<file path="src/hw/rtl/sdtq_pkg.sv">
// Shared types, codes and helpers for the sorted deadline timer queue.
package sdtq_pkg;

  localparam int unsigned IDENTS   = 16;
  localparam int unsigned MAX_OUT  = 16;
  localparam int unsigned NEXT_W   = 18;
  localparam logic [31:0] NEXT_MAX = 32'd131071;

  typedef enum logic [1:0] {
    OP_START_ONE = 2'd0,
    OP_START_PER = 2'd1,
    OP_CANCEL    = 2'd2,
    OP_TICK      = 2'd3
  } op_e;

  typedef enum logic [2:0] {
    K_STARTED   = 3'd0,
    K_REFUSED   = 3'd1,
    K_CANCELLED = 3'd2,
    K_ABSENT    = 3'd3,
    K_EXPIRED   = 3'd4,
    K_QUIET     = 3'd5
  } kind_e;

  typedef enum logic [4:0] {
    ST_IDLE  = 5'b00001,
    ST_CHECK = 5'b00010,
    ST_POP   = 5'b00100,
    ST_REINS = 5'b01000,
    ST_EMIT  = 5'b10000
  } state_e;

  typedef struct packed {
    logic accept;
    logic pop;
    logic reins;
    logic quiet;
    logic emit;
  } cmd_t;

  typedef struct packed {
    logic due;
    logic head_per;
    logic nres_zero;
    logic out_free;
    logic rd_last;
  } stat_t;

  // true when deadline a lies strictly before time b (wrapping)
  function automatic logic is_earlier(input logic [31:0] a, input logic [31:0] b);
    logic [31:0] d;
    d = a - b;
    return d[31];
  endfunction

endpackage

</file>
<file path="src/hw/rtl/sdtq_ctrl.sv">
// Sequencer for the timer queue: request intake, expiry loop, result emission.
module sdtq_ctrl
  import sdtq_pkg::*;
(
  input  logic       clk_i,
  input  logic       rst_ni,
  input  logic       in_valid_i,
  input  logic [1:0] in_op_i,
  input  stat_t      stat_i,
  output logic       in_ready_o,
  output cmd_t       cmd_o
);

  state_e state_q, state_d;

  always_comb begin
    state_d    = state_q;
    cmd_o      = '0;
    in_ready_o = (state_q == ST_IDLE);
    unique case (state_q)
      ST_IDLE: begin
        if (in_valid_i) begin
          cmd_o.accept = 1'b1;
          state_d = (in_op_i == OP_TICK) ? ST_CHECK : ST_EMIT;
        end
      end
      ST_CHECK: begin
        if (stat_i.due) begin
          state_d = ST_POP;
        end else begin
          cmd_o.quiet = stat_i.nres_zero;
          state_d = ST_EMIT;
        end
      end
      ST_POP: begin
        cmd_o.pop = 1'b1;
        state_d = stat_i.head_per ? ST_REINS : ST_CHECK;
      end
      ST_REINS: begin
        cmd_o.reins = 1'b1;
        state_d = ST_CHECK;
      end
      ST_EMIT: begin
        if (stat_i.out_free) begin
          cmd_o.emit = 1'b1;
          if (stat_i.rd_last) state_d = ST_IDLE;
        end
      end
      default: state_d = ST_IDLE;
    endcase
  end

  always_ff @(posedge clk_i or negedge rst_ni) begin
    if (!rst_ni) state_q <= ST_IDLE;
    else state_q <= state_d;
  end

  a_pop_next: assert property (@(posedge clk_i) disable iff (!rst_ni)
    state_q == ST_POP |=> state_q == ST_REINS || state_q == ST_CHECK)
    else $error("pop not followed by reinsert or check");

  a_reins_prev: assert property (@(posedge clk_i) disable iff (!rst_ni)
    state_q == ST_REINS |-> $past(state_q) == ST_POP)
    else $error("reinsert without pop");

  a_accept_idle: assert property (@(posedge clk_i) disable iff (!rst_ni)
    cmd_o.accept |=> state_q != ST_IDLE)
    else $error("request accepted but sequencer stayed idle");

endmodule

</file>
<file path="src/hw/rtl/sdtq_dp.sv">
// Timer queue datapath: sorted slot cells, clock, identifiers, result buffer.
module sdtq_dp
  import sdtq_pkg::*;
#(
  parameter int unsigned SLOTS      = 16,
  parameter int unsigned DELAY_BITS = 16
) (
  input  logic        clk_i,
  input  logic        rst_ni,
  input  cmd_t        cmd_i,
  output stat_t       stat_o,
  input  logic [1:0]  op_i,
  input  logic [15:0] delay_i,
  input  logic [15:0] tag_i,
  input  logic [3:0]  cancel_id_i,
  input  logic        out_ready_i,
  output logic        out_valid_o,
  output logic [2:0]  out_kind_o,
  output logic [3:0]  out_id_o,
  output logic [15:0] out_tag_o,
  output logic [NEXT_W-1:0] out_next_o,
  output logic        out_last_o
);

  localparam int unsigned CW = $clog2(SLOTS + 1);
  localparam int unsigned MB = (DELAY_BITS >= 16) ? 16 : DELAY_BITS;
  localparam logic [15:0] DMASK = 16'((32'd1 << MB) - 32'd1);

  logic [31:0]      now_q;
  logic [CW-1:0]    cnt_q;
  logic [31:0]      dl_q  [SLOTS];
  logic [15:0]      per_q [SLOTS];
  logic [15:0]      tag_q [SLOTS];
  logic [3:0]       id_q  [SLOTS];
  logic [IDENTS-1:0] ident_q;
  logic [31:0]      hold_dl_q;
  logic [15:0]      hold_per_q, hold_tag_q;
  logic [3:0]       hold_id_q;
  kind_e            rb_kind_q [MAX_OUT];
  logic [3:0]       rb_id_q   [MAX_OUT];
  logic [15:0]      rb_tag_q  [MAX_OUT];
  logic [4:0]       nres_q;
  logic [3:0]       rd_q;
  logic             out_valid_q;
  kind_e            out_kind_q;
  logic [3:0]       out_id_q;
  logic [15:0]      out_tag_q;
  logic [NEXT_W-1:0] out_next_q;
  logic             out_last_q;

  logic [SLOTS-1:0] valid, ge, stop, ins_oh, below, match, first, rem_q;
  logic [31:0]      new_dl;
  logic [15:0]      new_per, new_tag, dm, d_eff;
  logic [3:0]       new_id, free_id;
  logic [IDENTS-1:0] free_oh;
  logic             is_start, is_cancel, is_tick, can_start, hit, do_ins, do_rem;
  logic [31:0]      diff;
  logic [NEXT_W-1:0] next_val;

  assign is_start  = (op_i == OP_START_ONE) || (op_i == OP_START_PER);
  assign is_cancel = (op_i == OP_CANCEL);
  assign is_tick   = (op_i == OP_TICK);

  // lowest free identifier
  assign free_oh = ~ident_q & (ident_q + 16'd1);
  always_comb begin
    free_id = '0;
    for (int k = 0; k < IDENTS; k++) if (free_oh[k]) free_id = 4'(k);
  end
  assign can_start = (ident_q != '1) && (cnt_q < CW'(SLOTS));

  assign dm    = delay_i & DMASK;
  assign d_eff = (op_i == OP_START_PER && dm == 16'd0) ? 16'd1 : dm;

  // candidate for a sorted insert
  always_comb begin
    if (cmd_i.reins) begin
      new_dl  = hold_dl_q + {16'd0, hold_per_q};
      new_per = hold_per_q;
      new_tag = hold_tag_q;
      new_id  = hold_id_q;
    end else begin
      new_dl  = now_q + {16'd0, d_eff};
      new_per = (op_i == OP_START_PER) ? d_eff : 16'd0;
      new_tag = tag_i;
      new_id  = free_id;
    end
  end

  always_comb begin
    for (int i = 0; i < SLOTS; i++) begin
      valid[i] = (CW'(i) < cnt_q);
      ge[i]    = valid[i] && !is_earlier(new_dl, dl_q[i]);
      match[i] = cmd_i.pop ? (i == 0) : (valid[i] && id_q[i] == cancel_id_i);
    end
  end

  // insert lands at the first slot that does not stay ahead
  assign stop   = ~ge;
  assign ins_oh = stop & (~stop + SLOTS'(1));
  assign below  = ins_oh - SLOTS'(1);
  // removal shifts every cell at or after the first match
  assign first  = match & (~match + SLOTS'(1));
  assign rem_q  = ~(first - SLOTS'(1));
  assign hit    = |match;

  assign do_ins = (cmd_i.accept && is_start && can_start) || cmd_i.reins;
  assign do_rem = (cmd_i.accept && is_cancel && hit) || (cmd_i.pop && cnt_q != '0);

  always_ff @(posedge clk_i) begin
    if (do_ins) begin
      for (int i = 0; i < SLOTS; i++) begin
        if (ins_oh[i]) begin
          dl_q[i]  <= new_dl;
          per_q[i] <= new_per;
          tag_q[i] <= new_tag;
          id_q[i]  <= new_id;
        end
      end
      for (int i = 1; i < SLOTS; i++) begin
        if (!ins_oh[i] && !below[i]) begin
          dl_q[i]  <= dl_q[i-1];
          per_q[i] <= per_q[i-1];
          tag_q[i] <= tag_q[i-1];
          id_q[i]  <= id_q[i-1];
        end
      end
    end else if (do_rem) begin
      for (int i = 0; i < SLOTS - 1; i++) begin
        if (rem_q[i]) begin
          dl_q[i]  <= dl_q[i+1];
          per_q[i] <= per_q[i+1];
          tag_q[i] <= tag_q[i+1];
          id_q[i]  <= id_q[i+1];
        end
      end
    end
    if (cmd_i.pop) begin
      hold_dl_q  <= dl_q[0];
      hold_per_q <= per_q[0];
      hold_tag_q <= tag_q[0];
      hold_id_q  <= id_q[0];
    end
  end

  always_ff @(posedge clk_i or negedge rst_ni) begin
    if (!rst_ni) begin
      now_q   <= '0;
      cnt_q   <= '0;
      ident_q <= '0;
    end else begin
      if (cmd_i.accept && is_tick) now_q <= now_q + 32'd1;
      if (do_ins && !do_rem) cnt_q <= cnt_q + CW'(1);
      else if (do_rem && !do_ins) cnt_q <= cnt_q - CW'(1);
      if (cmd_i.accept && is_start && can_start) ident_q[free_id] <= 1'b1;
      if (cmd_i.accept && is_cancel && hit) ident_q[cancel_id_i] <= 1'b0;
      if (cmd_i.pop && per_q[0] == 16'd0) ident_q[id_q[0]] <= 1'b0;
    end
  end

  // result buffer, filled while the request runs
  always_ff @(posedge clk_i) begin
    if (cmd_i.accept && !is_tick) begin
      rb_tag_q[0] <= '0;
      if (is_start) begin
        rb_kind_q[0] <= can_start ? K_STARTED : K_REFUSED;
        rb_id_q[0]   <= can_start ? free_id : 4'd0;
      end else begin
        rb_kind_q[0] <= hit ? K_CANCELLED : K_ABSENT;
        rb_id_q[0]   <= cancel_id_i;
      end
    end else if (cmd_i.pop) begin
      rb_kind_q[nres_q[3:0]] <= K_EXPIRED;
      rb_id_q[nres_q[3:0]]   <= id_q[0];
      rb_tag_q[nres_q[3:0]]  <= tag_q[0];
    end else if (cmd_i.quiet) begin
      rb_kind_q[0] <= K_QUIET;
      rb_id_q[0]   <= '0;
      rb_tag_q[0]  <= '0;
    end
  end

  // time to the head deadline, after the whole request
  assign diff = dl_q[0] - now_q;
  always_comb begin
    if (cnt_q == '0) next_val = '1;
    else if (diff[31]) next_val = '0;
    else if (diff >= NEXT_MAX) next_val = NEXT_MAX[NEXT_W-1:0];
    else next_val = diff[NEXT_W-1:0] + NEXT_W'(1);
  end

  always_ff @(posedge clk_i or negedge rst_ni) begin
    if (!rst_ni) begin
      nres_q      <= '0;
      rd_q        <= '0;
      out_valid_q <= 1'b0;
    end else begin
      if (cmd_i.accept) begin
        nres_q <= is_tick ? 5'd0 : 5'd1;
        rd_q   <= '0;
      end else if (cmd_i.pop || cmd_i.quiet) begin
        nres_q <= nres_q + 5'd1;
      end
      if (cmd_i.emit) begin
        out_valid_q <= 1'b1;
        rd_q        <= rd_q + 4'd1;
      end else if (out_ready_i) begin
        out_valid_q <= 1'b0;
      end
    end
  end

  always_ff @(posedge clk_i) begin
    if (cmd_i.emit) begin
      out_kind_q <= rb_kind_q[rd_q];
      out_id_q   <= rb_id_q[rd_q];
      out_tag_q  <= rb_tag_q[rd_q];
      out_next_q <= next_val;
      out_last_q <= stat_o.rd_last;
    end
  end

  assign stat_o.due       = (cnt_q != '0) && is_earlier(dl_q[0], now_q) &&
                            (nres_q != 5'(MAX_OUT));
  assign stat_o.head_per  = (per_q[0] != 16'd0);
  assign stat_o.nres_zero = (nres_q == 5'd0);
  assign stat_o.out_free  = !out_valid_q || out_ready_i;
  assign stat_o.rd_last   = ({1'b0, rd_q} + 5'd1 == nres_q);

  assign out_valid_o = out_valid_q;
  assign out_kind_o  = out_kind_q;
  assign out_id_o    = out_id_q;
  assign out_tag_o   = out_tag_q;
  assign out_next_o  = out_next_q;
  assign out_last_o  = out_last_q;

  a_cnt_range: assert property (@(posedge clk_i) disable iff (!rst_ni)
    cnt_q <= CW'(SLOTS))
    else $error("slot count beyond capacity");

  a_ident_cover: assert property (@(posedge clk_i) disable iff (!rst_ni)
    $countones(ident_q) >= int'(cnt_q))
    else $error("queued timer without identifier");

  a_reins_room: assert property (@(posedge clk_i) disable iff (!rst_ni)
    cmd_i.reins |-> cnt_q < CW'(SLOTS))
    else $error("reinsert into full queue");

  a_nres_range: assert property (@(posedge clk_i) disable iff (!rst_ni)
    nres_q <= 5'(MAX_OUT))
    else $error("result buffer overrun");

endmodule

</file>
<file path="src/hw/rtl/sorted_deadline_timer_queue_unit.sv">
// Top level of the deadline-sorted timer queue.
// Usage:
//  The slave stream carries one request per transfer: tuser holds the op
//  (start one-shot, start periodic, cancel, tick of one millisecond), tdata
//  holds delay, tag and cancel identifier. The master stream returns one or
//  more results per request; tlast marks the final one, tuser holds the kind.
//  Every result of a request carries next_ms as it stands after the request.
//  Sequence:
//  A start or cancel passes through intake, then emission;
//  the result shows on the master side the cycle after it is emitted.
//  A tick runs the expiry loop: a check, then a pop per one-shot
//  expiry and a pop then sorted reinsert per periodic expiry, then emission
//  of each result; expiries leave through the slot shift register.
//  Up to 16 timers expire per tick.
//  Reset clears the clock, the slot count and identifiers; no clearing pass.
//  Stall: results sit in an output register; while the last one waits, the
//  next request is taken. A stall on the master side holds emission.
module sorted_deadline_timer_queue_unit
  import sdtq_pkg::*;
#(
  parameter int unsigned SLOTS      = 16,
  parameter int unsigned DELAY_BITS = 16
) (
  input  logic        clk_i,
  input  logic        rst_ni,
  input  logic        s_axis_tvalid,
  output logic        s_axis_tready,
  input  logic [39:0] s_axis_tdata,  // delay_ms[15:0], tag[31:16], cancel_id[35:32]
  input  logic [1:0]  s_axis_tuser,  // op[1:0]
  output logic        m_axis_tvalid,
  input  logic        m_axis_tready,
  output logic [39:0] m_axis_tdata,  // timer_id[3:0], expired_tag[19:4], next_ms[37:20]
  output logic [2:0]  m_axis_tuser,  // kind[2:0]
  output logic        m_axis_tlast
);

  cmd_t  cmd;
  stat_t stat;
  logic [3:0]        out_id;
  logic [15:0]       out_tag;
  logic [NEXT_W-1:0] out_next;

  // sequence the request
  sdtq_ctrl u_ctrl (
    .clk_i      (clk_i),
    .rst_ni     (rst_ni),
    .in_valid_i (s_axis_tvalid),
    .in_op_i    (s_axis_tuser),
    .stat_i     (stat),
    .in_ready_o (s_axis_tready),
    .cmd_o      (cmd)
  );

  // hold the sorted slots and the result buffer
  sdtq_dp #(
    .SLOTS      (SLOTS),
    .DELAY_BITS (DELAY_BITS)
  ) u_dp (
    .clk_i       (clk_i),
    .rst_ni      (rst_ni),
    .cmd_i       (cmd),
    .stat_o      (stat),
    .op_i        (s_axis_tuser),
    .delay_i     (s_axis_tdata[15:0]),
    .tag_i       (s_axis_tdata[31:16]),
    .cancel_id_i (s_axis_tdata[35:32]),
    .out_ready_i (m_axis_tready),
    .out_valid_o (m_axis_tvalid),
    .out_kind_o  (m_axis_tuser),
    .out_id_o    (out_id),
    .out_tag_o   (out_tag),
    .out_next_o  (out_next),
    .out_last_o  (m_axis_tlast)
  );

  assign m_axis_tdata = {2'b00, out_next, out_tag, out_id};

endmodule
</file>
<file path="config.mk">
export PLATFORM = sky130hd
export DESIGN_NAME = sorted_deadline_timer_queue_unit
export DESIGN_NICKNAME = d
export VERILOG_FILES = /design/src/hw/rtl/sdtq_pkg.sv /design/src/hw/rtl/sdtq_ctrl.sv /design/src/hw/rtl/sdtq_dp.sv /design/src/hw/rtl/sorted_deadline_timer_queue_unit.sv
export SDC_FILE = /design/constraint.sdc
export NUM_CORES = 2
export LEC_CHECK = 0
export CAP_MARGIN = 20
export CORE_AREA = 4 4 389 391
export CTS_BUF_LIST = sky130_fd_sc_hd__clkbuf_16
export DETAILED_ROUTE_END_ITERATION = 12
export DIE_AREA = 0 0 393 395
export DONT_BUFFER_PORTS = 1
export GPL_TIMING_DRIVEN = 1
export PLACE_DENSITY = 0.81
export SLEW_MARGIN = 30
export SYNTH_ARGS = -nofsm -noshare
export SYNTH_HDL_FRONTEND = slang
export SYNTH_SLANG_ARGS = --single-unit
export TNS_END_PERCENT = 30
</file>
<file path="constraint.sdc">
create_clock -name clk_i -period 27.4 [get_ports clk_i]
set_clock_uncertainty 0.2 [all_clocks]
set_input_delay 8.22 -clock clk_i [delete_from_list [all_inputs] [get_ports clk_i]]
set_output_delay 8.22 -clock clk_i [all_outputs]
set_load 0.02 [all_outputs]
</file>
==> metrics.md <==
| Metric | Value |
|---|---|
| Placer Congestion | about 1 |
| Max IR drop VDD | roughly 0.072 mV |
| Avg Synthesized Cell Area | approximately 11 um2 |
| Cell Area, Synth | around 95000 um2 |
| Wire per inst | about 29 um |
| Final setup violation count | 0 |
| Die ar. | 155200 um2 |
| Sw Pwr | 2939 uW |
| CTS Sinks | between 1500 and 2000 |
| Chip height | just under 400 um |
| Initial Utilization | between 60% and 70% |
| Post-Synthesis Cells | between 8000 and 9000 |
| Power Density | between 80 and 90 nW/um2 |
| Area leader, netlist | edfxtp_1 |
| Largest net degree at the start of global routing | 102 |
| Number of CTS-inserted buffers | between 150 and 200 |
| # H-tree levels | 4 |
| DP Wirelength | between 150000 and 200000 um |
| Most used cell, CP | buf_4 |
| Dpl cell area | 97570 um2 |
| Comb power frac | 29.5% |
| Element type at the critical path end | flip-flop |
| Cell-internal power | roughly 5400 uW |
| Vias in the first global route | roughly 72000 |
| Worst-Margin Slew | about 1.1 ns |
| Drc violations | 0 |
| Final period util | between 60 and 70% |
| CP max stage delay | just over 0.9 ns |
| FMAX | 54.07 MHz |
| Area delta synth->final | 8.189% |
| Overflow after GRT | 0 |
| Clock power frac | around 28% |
| Root buf cell | clkbuf_16 |
| Pleak | 0.04050 uW |
| Post-route ant nets | 0 |
| Vias per cell | about 7.0 |
| CTS resizes | 0 |
| IO Port Bufs | 0 |
| Initial antenna violation count | 13 |
| CP max stage cell | or4b_4 |
| Drt first-iter violations | ~10000 |
| Setup Buffers After CTS | 0 |
| Seq/Total Area, Yosys | between 50% and 60% |
| Async SR Flop Fraction | under 10% |
| Post-synth cell types | 94 |
| Final hold vios | 0 |
| Hold buffers post-CTS | 0 |
| Clk_lat worst skew | 0.83 ns |
| Crit path time final | between 15 and 20 ns |
| Max Transition Viols Final | 0 |
| Nets | 8977 |
| Critical Path Start Type | input pin |
| Unrepaired setup endpoints after global routing | no |
| Post-route cell area | 103300 um2 |
| Crit path kind | in2reg |
| Seq cells post-synth | 1634 |
| Total negative slack | 0 ns |
| Core Rows | approximately 140 |
| Clock Path Buffers | 3 |
| CTS tree | built |
| DR pass1 iterations | 6 |
| YS warnings | 0 |
| Io pins | 92 |
| WP data arrival | between 15 and 20 ns |
| Total GRT Usage | 37.60% |
| Max_cap viols | 0 |
| Core area | approximately 150000 um2 |
| Sw Share | about a third |
| First-pass GRT wire length | between 400000 and 500000 um |
| Outcome | finished clean |
| HP Class | reg2reg |
| Share of the synthesized area in the top cell type | ~49% |
| Sequential Power Share | ~43% |
| DR vias | about 74000 |
| Die Wd | just under 400 um |
| Layout cells sized above 1 | 7.863% |
| Crit path max fanout | 45 |
| Critical Path RT | 27.64 ns |
| Post-synth EDFFs | roughly 1600 |
| Aggregate routed wire length | about 300000 um |
| Worst rel slew slack | about 29% |
| Main area contributors after synthesis | edfxtp_1 49%, mux2i_1 12%, ha_1 7.2%, a21oi_1 3.6%, nor2_1 2.6% |
| Primary FF master, synth | edfxtp_1 |
| Clock transition at path regs | 0.06 ns |
[area by class of cell]
cell class              instances  area (um2)
diodes                          3       7.507
clock buffers                 168        4204
clock inverters               144        1299
fillers                     10210       44210
inverters                     609        2291
multi-input cells            5799       42910
flip-flops and latches       1634       48730
well taps                    1930        2415
repair buffers                167        1409
[critical path: cells and delay by family]
family	cells	cell delay [ns]
AND/OR/NAND/NOR	13	3.48
buffers and inverters	6	2.11
adder cells (fa/ha/maj)	3	1.03
AO/OA/AOI/OAI	9	3.17
XOR/XNOR	2	0.58
[power by group through the flow]
stage               clock network [uW]  logic, uW  registers [uW]
global route                      2430       2620            3580
CTS                               2320       2350            3560
finish                            2320       2460            3560
detailed placement                   0       2320            3600
global placement                     0       2220            3590
floorplan                            0       1620            3490
[cells in the mapped netlist (80+ instances only)]
| master | n |
|---|---|
| nand3_1 | 146 |
| a21oi_1 | 694 |
| nand2_1 | 552 |
| nand4_1 | 99 |
| ha_1 | 549 |
| inv_1 | 601 |
| a21o_1 | 102 |
| a211oi_1 | 97 |
| nor2_1 | 669 |
| o21ai_0 | 368 |
| and2_1 | 85 |
| mux2_2 | 80 |
| nor3_1 | 192 |
| xnor2_1 | 148 |
| mux2i_1 | 1119 |
| clkbuf_1 | 416 |
| edfxtp_1 | 1566 |
[cells by family after synthesis]
family	share of synthesized area, %
compound gates	11.79
xor+xnor	1.964
fa+ha+maj	7.270
buf+inv	4.636
flops	51.05
mux	13.90
other cells	0.003929
simple gates	9.386
[layer usage]
layer,vias up,wire [um],global-route usage [%]
met4,6,20230,22.61
met3,1055,36830,8.961
met1,35759,107700,48.46
met2,5316,134100,57.90
li1,31493,-,-
met5,-,39,0
[cells in the final DEF (no fill, tap or decap), types with 22 or more instances in the layout]
cell type	n
mux4_2	46
a21oi_1	686
a2111oi_0	25
mux2i_1	1119
nand3_1	145
nor3_1	183
inv_1	629
a211oi_1	97
xnor2_1	148
mux2_2	80
nor2_1	659
edfxtp_1	1566
nand4_1	99
o211ai_1	34
a221oi_1	45
clkbuf_16	168
o21a_1	35
a31oi_1	62
nand2_1	539
and3_1	22
ha_1	549
nor2b_1	23
xor2_1	66
o21ai_0	360
and2_1	79
clkinv_2	35
clkinv_1	43
or3_1	24
a221o_1	61
a21o_1	100
buf_4	152
o31ai_1	57
nor4_1	54
dfrtp_1	65
a22oi_1	25
[state kept, by name, indices dropped and copies added (netlist names), 32 cells and up]
signal	cells
u_dp.dl_q	512
u_dp.rb_id_q	64
u_dp.per_q	256
u_dp.now_q	32
u_dp.rb_kind_q	48
u_dp.id_q	64
u_dp.rb_tag_q	256
u_dp.hold_dl_q	32
u_dp.tag_q	256
[worst paths after layout]
kind,startpoint,endpoint,slack [ns],depth (start not counted)
worst max-delay path,s_axis_tuser[0],u_dp.per_q[1][76]$_DFFE_PP_,8.91,33
worst min-delay path,u_dp.per_q[0][7]$_DFFE_PP_,u_dp.hold_per_q[7]$_DFFE_PN_,0.29,0
worst max register to register,u_dp.hold_per_q[0]$_DFFE_PN_,u_dp.per_q[1][76]$_DFFE_PP_,15.74,27
worst min register to register,u_dp.per_q[0][7]$_DFFE_PP_,u_dp.hold_per_q[7]$_DFFE_PN_,0.29,0
max in group asynchronous,rst_ni,u_ctrl.state_q[0]$_DFFE_PN1P_,19.81,0
min in group asynchronous,rst_ni,u_dp.now_q[3]$_DFFE_PN0P_,6.90,0
[metrics by stage]
stage | power, uW | hold slack [ns] | utilization [%] | cells | worst slack (ns)
finish | 8339 | 0.2853 | 70.02 | 10454 | 8.906
detailed placement | 5927 | 0.2703 | 66.16 | 10134 | 8.567
floorplan | 5109 | 0.2404 | - | 8586 | 6.791
CTS | 8230 | 0.2844 | 69.89 | 10446 | 9.339
global route | 8624 | 0.3030 | 70.02 | 10451 | 8.726
global placement | 5816 | 0.2635 | 66.09 | 10133 | 8.325
Note: power is estimated with default switching activity, not from simulation.
